File: config.mk
export PLATFORM = sky130hd
export DESIGN_NAME = dshot_frame_encoder
export DESIGN_NICKNAME = d
export VERILOG_FILES = /design/src/sv/dshot_pkg.sv /design/src/sv/dshot_lane.sv /design/src/sv/dshot_poll.sv /design/src/sv/dshot_frame_encoder.sv
export SDC_FILE = /design/constraint.sdc
export NUM_CORES = 1
export LEC_CHECK = 0
export BUFFER_PORTS_ARGS = -buffer_cell sky130_fd_sc_hd__buf_2
export CAP_MARGIN = 20
export CORE_MARGIN = 2
export CORE_UTILIZATION = 55
export DETAILED_ROUTE_END_ITERATION = 6
export PLACE_DENSITY = 0.8
export SETUP_SLACK_MARGIN = 0.3
export SLEW_MARGIN = 20
export SYNTH_ARGS = -nofsm -noshare
export SYNTH_HDL_FRONTEND = slang
export SYNTH_SLANG_ARGS = --single-unit
File: constraint.sdc
create_clock -name i_clk -period 7.4 [get_ports i_clk]
set_input_delay 1.11 -clock i_clk [delete_from_list [all_inputs] [get_ports i_clk]]
set_output_delay 1.11 -clock i_clk [all_outputs]
set_load 0.05 [all_outputs]
File: src/sv/dshot_pkg.sv
// ----------------------------------------------------------------------------
// dshot_pkg: shared types and constants of the dshot frame encoder
// Frame geometry, configuration register indexes and the poll decision struct.
// ----------------------------------------------------------------------------
package dshot_pkg;

    // frame geometry
    localparam int MAX_CHANNELS = 4;
    localparam int FRAME_BITS   = 16;
    localparam int SLOT_W       = 4;
    localparam int THR_W        = 11;
    localparam int DUTY_W       = 16;
    localparam int BIT0_W       = 15;
    localparam int CHAN_W       = 2;

    // configuration port
    localparam int CFG_IDX_W  = 2;
    localparam int CFG_DATA_W = 15;

    typedef enum logic [CFG_IDX_W-1:0] {
        CFG_BIT0_DUTY    = 2'd0,
        CFG_TLM_ENABLED  = 2'd1,
        CFG_BIDIR_INVERT = 2'd2
    } t_cfg_idx;

    localparam logic [SLOT_W-1:0] SLOT_LAST   = SLOT_W'(FRAME_BITS - 1);
    localparam logic [BIT0_W-1:0] BIT0_RESET  = BIT0_W'(93);

    // telemetry poll decision for one item
    typedef struct packed {
        logic [MAX_CHANNELS-1:0] tlm_mask;
        logic                    started;
        logic [CHAN_W-1:0]       channel;
    } t_poll;

endpackage

File: src/sv/dshot_lane.sv
// ----------------------------------------------------------------------------
// dshot_lane: one motor channel of the frame encoder
// Builds the 16-bit word (throttle, telemetry bit, checksum) and shifts it
// out msb first, one bit per shift.
// ----------------------------------------------------------------------------
module dshot_lane
    import dshot_pkg::*;
(
    input  logic             i_clk,
    input  logic             i_load,
    input  logic             i_shift,
    input  logic [THR_W-1:0] i_throttle,
    input  logic             i_tlm,
    input  logic             i_bidir_invert,
    output logic             o_bit
);

    logic [THR_W:0]        value;
    logic [3:0]            csum;
    logic [FRAME_BITS-1:0] r_word;
    logic [FRAME_BITS-1:0] n_word;

    // 12-bit value and nibble checksum
    always_comb begin
        value = {i_throttle, i_tlm};
        csum  = value[3:0] ^ value[7:4] ^ value[11:8];
        if (i_bidir_invert) begin
            csum = ~csum;
        end
    end

    // load has priority over shift: a new frame replaces the spent word
    always_comb begin
        n_word = r_word;
        if (i_load) begin
            n_word = {value, csum};
        end else if (i_shift) begin
            n_word = {r_word[FRAME_BITS-2:0], 1'b0};
        end
    end

    always_ff @(posedge i_clk) begin
        r_word <= n_word;
    end

    assign o_bit = r_word[FRAME_BITS-1];

endmodule

File: src/sv/dshot_poll.sv
// ----------------------------------------------------------------------------
// dshot_poll: telemetry query tracking
// Round-robin channel choice, pending query flag and per-channel telemetry
// bits for the item being accepted.
// ----------------------------------------------------------------------------
module dshot_poll
    import dshot_pkg::*;
#(
    parameter int CHANNELS = 4
) (
    input  logic  i_clk,
    input  logic  i_rst_n,
    input  logic  i_accept,
    input  logic  i_special_command,
    input  logic  i_reply_done,
    input  logic  i_tlm_enabled,
    output t_poll o_poll
);

    localparam logic [CHAN_W-1:0] CHAN_LAST = CHAN_W'(CHANNELS - 1);

    logic [CHAN_W-1:0] r_poll_channel;
    logic [CHAN_W-1:0] n_poll_channel;
    logic              r_pending;
    logic              n_pending;
    logic              pending_now;

    // decision for the item on the input
    always_comb begin
        pending_now    = r_pending && !i_reply_done;
        n_poll_channel = r_poll_channel;
        n_pending      = pending_now;
        o_poll         = '0;
        if (i_special_command && i_tlm_enabled) begin
            for (int ch = 0; ch < MAX_CHANNELS; ch++) begin
                o_poll.tlm_mask[ch] = (ch < CHANNELS);
            end
        end
        if (i_tlm_enabled && !pending_now) begin
            n_pending      = 1'b1;
            n_poll_channel = (r_poll_channel == CHAN_LAST) ? '0 : r_poll_channel + 1'b1;
            o_poll.tlm_mask[n_poll_channel] = 1'b1;
            o_poll.started = 1'b1;
        end
        o_poll.channel = n_poll_channel;
    end

    // state moves only with an accepted item
    always_ff @(posedge i_clk) begin
        if (!i_rst_n) begin
            r_poll_channel <= '0;
            r_pending      <= 1'b0;
        end else if (i_accept) begin
            r_poll_channel <= n_poll_channel;
            r_pending      <= n_pending;
        end
    end

endmodule

File: src/sv/dshot_frame_encoder.sv
// ----------------------------------------------------------------------------
// dshot_frame_encoder: four-channel dshot frame encoder with 4-bit checksum
// Turns one throttle item into sixteen bit slots of per-channel pwm duties.
// ----------------------------------------------------------------------------
// Each accepted item yields 16 result items, one per cycle when the output is
// not stalled: one per bit slot, as the lane shift registers move one bit of
// each channel word into the output register with each slot. The next item is
// accepted in the same cycle as the last bit slot of the current one enters
// the output register, so frames follow each other with no gap. The user must
// write configuration only between items; the block itself does not enforce it.
module dshot_frame_encoder
    import dshot_pkg::*;
#(
    parameter int CHANNELS = 4
) (
    input  logic                  i_clk,
    input  logic                  i_rst_n,
    // configuration port
    input  logic                  i_cfg_we,
    input  logic [CFG_IDX_W-1:0]  i_cfg_index,
    input  logic [CFG_DATA_W-1:0] i_cfg_data,
    // input channel
    input  logic                  i_valid,
    output logic                  o_stall,
    input  logic [THR_W-1:0]      i_throttle_ch0,
    input  logic [THR_W-1:0]      i_throttle_ch1,
    input  logic [THR_W-1:0]      i_throttle_ch2,
    input  logic [THR_W-1:0]      i_throttle_ch3,
    input  logic                  i_special_command,
    input  logic                  i_reply_done,
    // output channel
    output logic                  o_valid,
    input  logic                  i_stall,
    output logic [SLOT_W-1:0]     o_bit_slot,
    output logic [DUTY_W-1:0]     o_duty_ch0,
    output logic [DUTY_W-1:0]     o_duty_ch1,
    output logic [DUTY_W-1:0]     o_duty_ch2,
    output logic [DUTY_W-1:0]     o_duty_ch3,
    output logic                  o_last_bit,
    output logic [CHAN_W-1:0]     o_polled_channel,
    output logic                  o_poll_started
);

    // configuration registers
    logic [BIT0_W-1:0] r_bit0_duty;
    logic              r_tlm_enabled;
    logic              r_bidir_invert;

    // frame sequencing
    logic              r_busy;
    logic              n_busy;
    logic [SLOT_W-1:0] r_slot;
    logic [SLOT_W-1:0] n_slot;
    logic [CHAN_W-1:0] r_frame_channel;
    logic              r_frame_started;
    logic              in_accept;
    logic              out_load;

    // output register
    logic              r_valid;
    logic              n_valid;
    logic [SLOT_W-1:0] r_bit_slot;
    logic [DUTY_W-1:0] r_duty [MAX_CHANNELS];
    logic              r_last;
    logic [CHAN_W-1:0] r_polled;
    logic              r_started;

    logic [THR_W-1:0]        throttle [MAX_CHANNELS];
    logic [MAX_CHANNELS-1:0] lane_bit;
    logic [DUTY_W-1:0]       lane_duty [MAX_CHANNELS];
    t_poll                   poll;

    // configuration writes
    always_ff @(posedge i_clk) begin
        if (!i_rst_n) begin
            r_bit0_duty    <= BIT0_RESET;
            r_tlm_enabled  <= 1'b0;
            r_bidir_invert <= 1'b0;
        end else if (i_cfg_we) begin
            case (t_cfg_idx'(i_cfg_index))
                CFG_BIT0_DUTY:    r_bit0_duty    <= i_cfg_data;
                CFG_TLM_ENABLED:  r_tlm_enabled  <= i_cfg_data[0];
                CFG_BIDIR_INVERT: r_bidir_invert <= i_cfg_data[0];
                default: ;
            endcase
        end
    end

    // handshake: a slot moves out when the output register is free
    assign out_load  = r_busy && (!r_valid || !i_stall);
    assign o_stall   = r_busy && !(out_load && (r_slot == SLOT_LAST));
    assign in_accept = i_valid && !o_stall;

    // telemetry poll decision
    dshot_poll #(
        .CHANNELS (CHANNELS)
    ) u_poll (
        .i_clk             (i_clk),
        .i_rst_n           (i_rst_n),
        .i_accept          (in_accept),
        .i_special_command (i_special_command),
        .i_reply_done      (i_reply_done),
        .i_tlm_enabled     (r_tlm_enabled),
        .o_poll            (poll)
    );

    assign throttle[0] = i_throttle_ch0;
    assign throttle[1] = i_throttle_ch1;
    assign throttle[2] = i_throttle_ch2;
    assign throttle[3] = i_throttle_ch3;

    // one lane per channel, unused channels give zero duty
    for (genvar ch = 0; ch < MAX_CHANNELS; ch++) begin : g_lane
        if (ch < CHANNELS) begin : g_used
            dshot_lane u_lane (
                .i_clk          (i_clk),
                .i_load         (in_accept),
                .i_shift        (out_load),
                .i_throttle     (throttle[ch]),
                .i_tlm          (poll.tlm_mask[ch]),
                .i_bidir_invert (r_bidir_invert),
                .o_bit          (lane_bit[ch])
            );
            assign lane_duty[ch] = lane_bit[ch] ? {r_bit0_duty, 1'b0} : {1'b0, r_bit0_duty};
        end else begin : g_unused
            assign lane_bit[ch]  = 1'b0;
            assign lane_duty[ch] = '0;
        end
    end

    // frame sequencer
    always_comb begin
        n_busy = r_busy;
        n_slot = r_slot;
        if (out_load) begin
            n_slot = r_slot + 1'b1;
            if (r_slot == SLOT_LAST) begin
                n_busy = 1'b0;
            end
        end
        if (in_accept) begin
            n_busy = 1'b1;
            n_slot = '0;
        end
    end

    always_ff @(posedge i_clk) begin
        if (!i_rst_n) begin
            r_busy <= 1'b0;
            r_slot <= '0;
        end else begin
            r_busy <= n_busy;
            r_slot <= n_slot;
        end
    end

    // per-frame poll report
    always_ff @(posedge i_clk) begin
        if (in_accept) begin
            r_frame_channel <= poll.channel;
            r_frame_started <= poll.started;
        end
    end

    // merge the lanes into the output register
    always_comb begin
        n_valid = r_valid && i_stall;
        if (out_load) begin
            n_valid = 1'b1;
        end
    end

    always_ff @(posedge i_clk) begin
        if (!i_rst_n) begin
            r_valid <= 1'b0;
        end else begin
            r_valid <= n_valid;
        end
    end

    always_ff @(posedge i_clk) begin
        if (out_load) begin
            r_bit_slot <= r_slot;
            r_last     <= (r_slot == SLOT_LAST);
            r_polled   <= r_frame_channel;
            r_started  <= r_frame_started;
            for (int ch = 0; ch < MAX_CHANNELS; ch++) begin
                r_duty[ch] <= lane_duty[ch];
            end
        end
    end

    assign o_valid          = r_valid;
    assign o_bit_slot       = r_bit_slot;
    assign o_duty_ch0       = r_duty[0];
    assign o_duty_ch1       = r_duty[1];
    assign o_duty_ch2       = r_duty[2];
    assign o_duty_ch3       = r_duty[3];
    assign o_last_bit       = r_last;
    assign o_polled_channel = r_polled;
    assign o_poll_started   = r_started;

`ifndef SYNTH
    // a new item always starts at the first bit slot
    a_accept_starts_frame: assert property (@(posedge i_clk) disable iff (!i_rst_n)
        in_accept |=> r_busy && (r_slot == '0))
        else $error("frame did not start at slot zero");

    // within a frame, a taken slot is followed by the next slot
    a_slot_follows: assert property (@(posedge i_clk) disable iff (!i_rst_n)
        (o_valid && !i_stall && !o_last_bit) |=>
        (o_valid && (o_bit_slot == SLOT_W'($past(o_bit_slot) + 1'b1))))
        else $error("bit slot sequence broken");

    // the slot counter rests at zero between frames
    a_idle_slot: assert property (@(posedge i_clk) disable iff (!i_rst_n)
        !r_busy |-> (r_slot == '0))
        else $error("slot counter not at zero while idle");
`endif

endmodule
==> flow_metrics.py <==
metrics = {
    "power_and_ir_drop": {
        "p_clk_frac": 0.362,
        "seqPwrFrac": 0.501,
        "comb_power_share": 0.137,
        "p_leak_nw": 3.24,
        "power.switching_uw": 596,
        "intPower_mw": 1.72,
        "power_per_cell_area_mw_per_mm2": 270,
        "p_sw_frac": 0.257,
        "peakVddDrop_mv": 0.131,
    },
    "route": {
        "drt-initial-drc-count": 526,
        "num_vias": 4353,
        "post_drt_wl_per_cell_um": 17.0,
        "drc_errors": 0,
        "first_pass_iters": 5,
        "detail_route.wirelength_mm": 13.9,
        "postRouteAntennaNets": 0,
        "via_per_inst": 5.33,
    },
    "floorplanning": {
        "start_util": 0.567,
        "coreArea_mm2": 0.0127,
        "rows": 41,
        "io_pins": 142,
        "dieArea_mm2": 0.0140,
        "die_y_um": 118,
        "die_w_um": 118,
    },
    "clock_tree": {
        "clock_sinks": 165,
        "clkLatencyLatePin_ns": 0.43,
        "cts_resized": 0,
        "cts_root_buf": "clkbuf_16",
        "cts_setup_buffers": 0,
        "cts_tree": "yes",
        "hold_buffers": 0,
        "cts-buffers-inserted": 17,
        "h-tree-depth": 4,
        "cts_buffer_depth": 2,
        "clkTransAtPathRegs_ns": 0.06,
    },
    "synthesis": {
        "synth_area_leaders": "edfxtp_1 58%, mux2_2 16%, dfxtp_1 7.2%",
        "yosysTopAreaCell": "edfxtp_1",
        "ys_seq_area_frac": 0.651,
        "syn_area_mm2": 0.00721,
        "synth_cells": 494,
        "synth_nets": 568,
        "ys_seq_elements": 165,
        "ys_types": 34,
        "ys_warn_count": 0,
        "synth_top_area_share": 0.579,
        "syn_area_per_cell_um2": 14.6,
    },
    "timing": {
        "clock-skew-final_ns": 0.0124,
        "period_share": 0.435,
        "max_freq_mhz": 311,
        "tns_ns": 0,
        "slew_headroom": 0.277,
        "finalHoldViolCount": 0,
        "rsz0062_at_grt": "no",
        "setup_viol": 0,
        "fin_crit_ns": 3.22,
        "layout_setup_ws_ns": 4.18,
        "tightest_slew_ns": 1.08,
        "hold_slack_ns": 0.421,
        "finalMaxSlewViolations": 0,
    },
    "cells_and_area": {
        "nFillCells": 897,
        "final_nets": 706,
        "drive_above_1_share": 0.434,
        "num_antenna_cells": 0,
        "syn_to_final_growth_pct": 19.3,
        "design_area_mm2": 0.00860,
    },
    "grt": {
        "overflow": 0,
        "antenna_found_initial": 0,
        "grt_pass1_wl_mm": 22.4,
        "grtUsageTotal": 0.208,
        "grt_max_degree": 89,
        "grt_pass1_vias": 4327,
    },
    "placed_design": {
        "pre_cts_slack_ns": 3.73,
        "place_area_mm2": 0.00802,
        "hpwl_mm": 9.10,
        "finalWeightedCongestion": 0.790,
        "portBuffers": 141,
    },
    "worst_setup_path": {
        "start_kind": "input port",
        "worst_setup_path_end_kind": "flop",
        "crit_fanout": 77,
        "critPathKind": "input port to flop",
        "crit_arrival_ns": 3.27,
        "crit_required_ns": 7.45,
    },
    "worst_hold_path": {
        "min_path_type": "flop to flop",
    },
    "run_status": {
        "status": "finished clean",
    },
    "flow_run": {
        "maxCapViolCount": 0,
    },
}
power groups by stage:
stage / Clock (mW) / Combinational (mW) / Sequential, mW
6_report: 0.840 / 0.318 / 1.16
5_1_grt: 0.891 / 0.341 / 1.17
4_1_cts: 0.853 / 0.320 / 1.16
3_5_place_dp: 0 / 0.318 / 1.18
3_3_place_gp: 0 / 0.311 / 1.18
2_1_floorplan: 0 / 0.162 / 1.25
Yosys cell counts, drive strengths merged:
cell    count
xor2        2
xnor2      45
or3         5
inv         6
o21ai      21
nand3b      1
nor3b       1
clkinv      1
o31ai       4
buf        15
nand4       1
nand2b      2
clkbuf     10
mux2      100
dfxtp      26
ha          6
edfxtp    139
nor2b       5
a21oi      21
a31oi       1
and3        1
nand2      53
nand3       6
or4         1
a21boi      2
mux2i       3
and2        4
nor2       10
or3b        1
o22ai       1
path summary, 6_finish.rpt:
path / from / to / slack [ns] / cells after the start
worst min register to register: r_frame_channel[1]$_DFFE_PP_ / o_polled_channel[1]$_DFFE_PP_ / 0.42 / 0
worst max-delay path: i_stall / g_lane[2].g_used.u_lane.r_word[12]$_DFFE_PP_ / 4.18 / 5
worst min-delay path: r_frame_channel[1]$_DFFE_PP_ / o_polled_channel[1]$_DFFE_PP_ / 0.42 / 0
worst max register to register: r_slot[0]$_SDFFE_PP0P_ / g_lane[2].g_used.u_lane.r_word[8]$_DFFE_PP_ / 4.44 / 6
cell families (layout without fill, tap and decap cells):
group,Yosys count,count (layout),synth area share
flip-flops,165,165,0.651
multiplexers,103,103,0.160
AND/OR/NAND/NOR,91,91,0.0583
AO/OA/AOI/OAI,50,50,0.0398
XOR/XNOR,47,47,0.0571
buffers and inverters,32,183,0.0227
adder cells (fa/ha/maj),6,6,0.0104
flip-flops by register name, indices dropped and copies added (netlist names):
| name | count |
|---|---|
| u_poll.r_poll_channel | 2 |
| r_bidir_invert | 1 |
| o_valid | 1 |
| r_bit0_duty | 15 |
| u_poll.r_pending | 1 |
| o_bit_slot | 4 |
| o_poll_started | 1 |
| o_last_bit | 1 |
| r_tlm_enabled | 1 |
| r_slot | 4 |
| g_lane.g_used.u_lane.r_word | 64 |
| r_busy | 1 |
| r_frame_started | 1 |
| o_polled_channel | 2 |
| r_duty | 64 |
| r_frame_channel | 2 |
cells in the final DEF (no fill, tap or decap), drive strengths merged, types with 2 or more instances in the layout:
cell type and n:
clkbuf 21, o31ai 4, mux2 100, o21ai 21, nor2b 5, a21oi 21, clkinvlp 6, nand2 53
xnor2 45, nand2b 2, inv 6, nor2 10, xor2 2, a21boi 2, buf 144, clkinv 5
or3 5, and2 4, edfxtp 139, dfxtp 26, mux2i 3, ha 6, nand3 6
through the flow:
step	instances	total power, mW	util
floorplan	494	1.41	-
global placement	785	1.49	0.631
detailed placement	785	1.50	0.631
CTS	817	2.33	0.676
global route	817	2.40	0.676
finish	817	2.32	0.676
layout make-up:
type	count	area [um^2]	share of cell area
sequential	165	4690	0.546
multi-input combinational	297	2360	0.274
timing repair buffer	144	728	0.0847
clock buffer	21	472	0.0549
tap	172	215	0.0250
clock inverter	11	103	0.0119
inverter	7	26.3	0.00306
critical path, cell delays in order:
cell      delay (ns)
buf_2           0.13
a21boi_4        0.12
buf_4           0.72
nand2b_2        0.55
buf_4           0.58
metal layers:
| layer | track usage | part of all wire |
|---|---|---|
| met5 | 0 | 0 |
| met4 | 0.0938 | 0.016 |
| met3 | 0.0516 | 0.064 |
| met2 | 0.339 | 0.49 |
| met1 | 0.265 | 0.43 |
(Power assumes the default switching activity.)
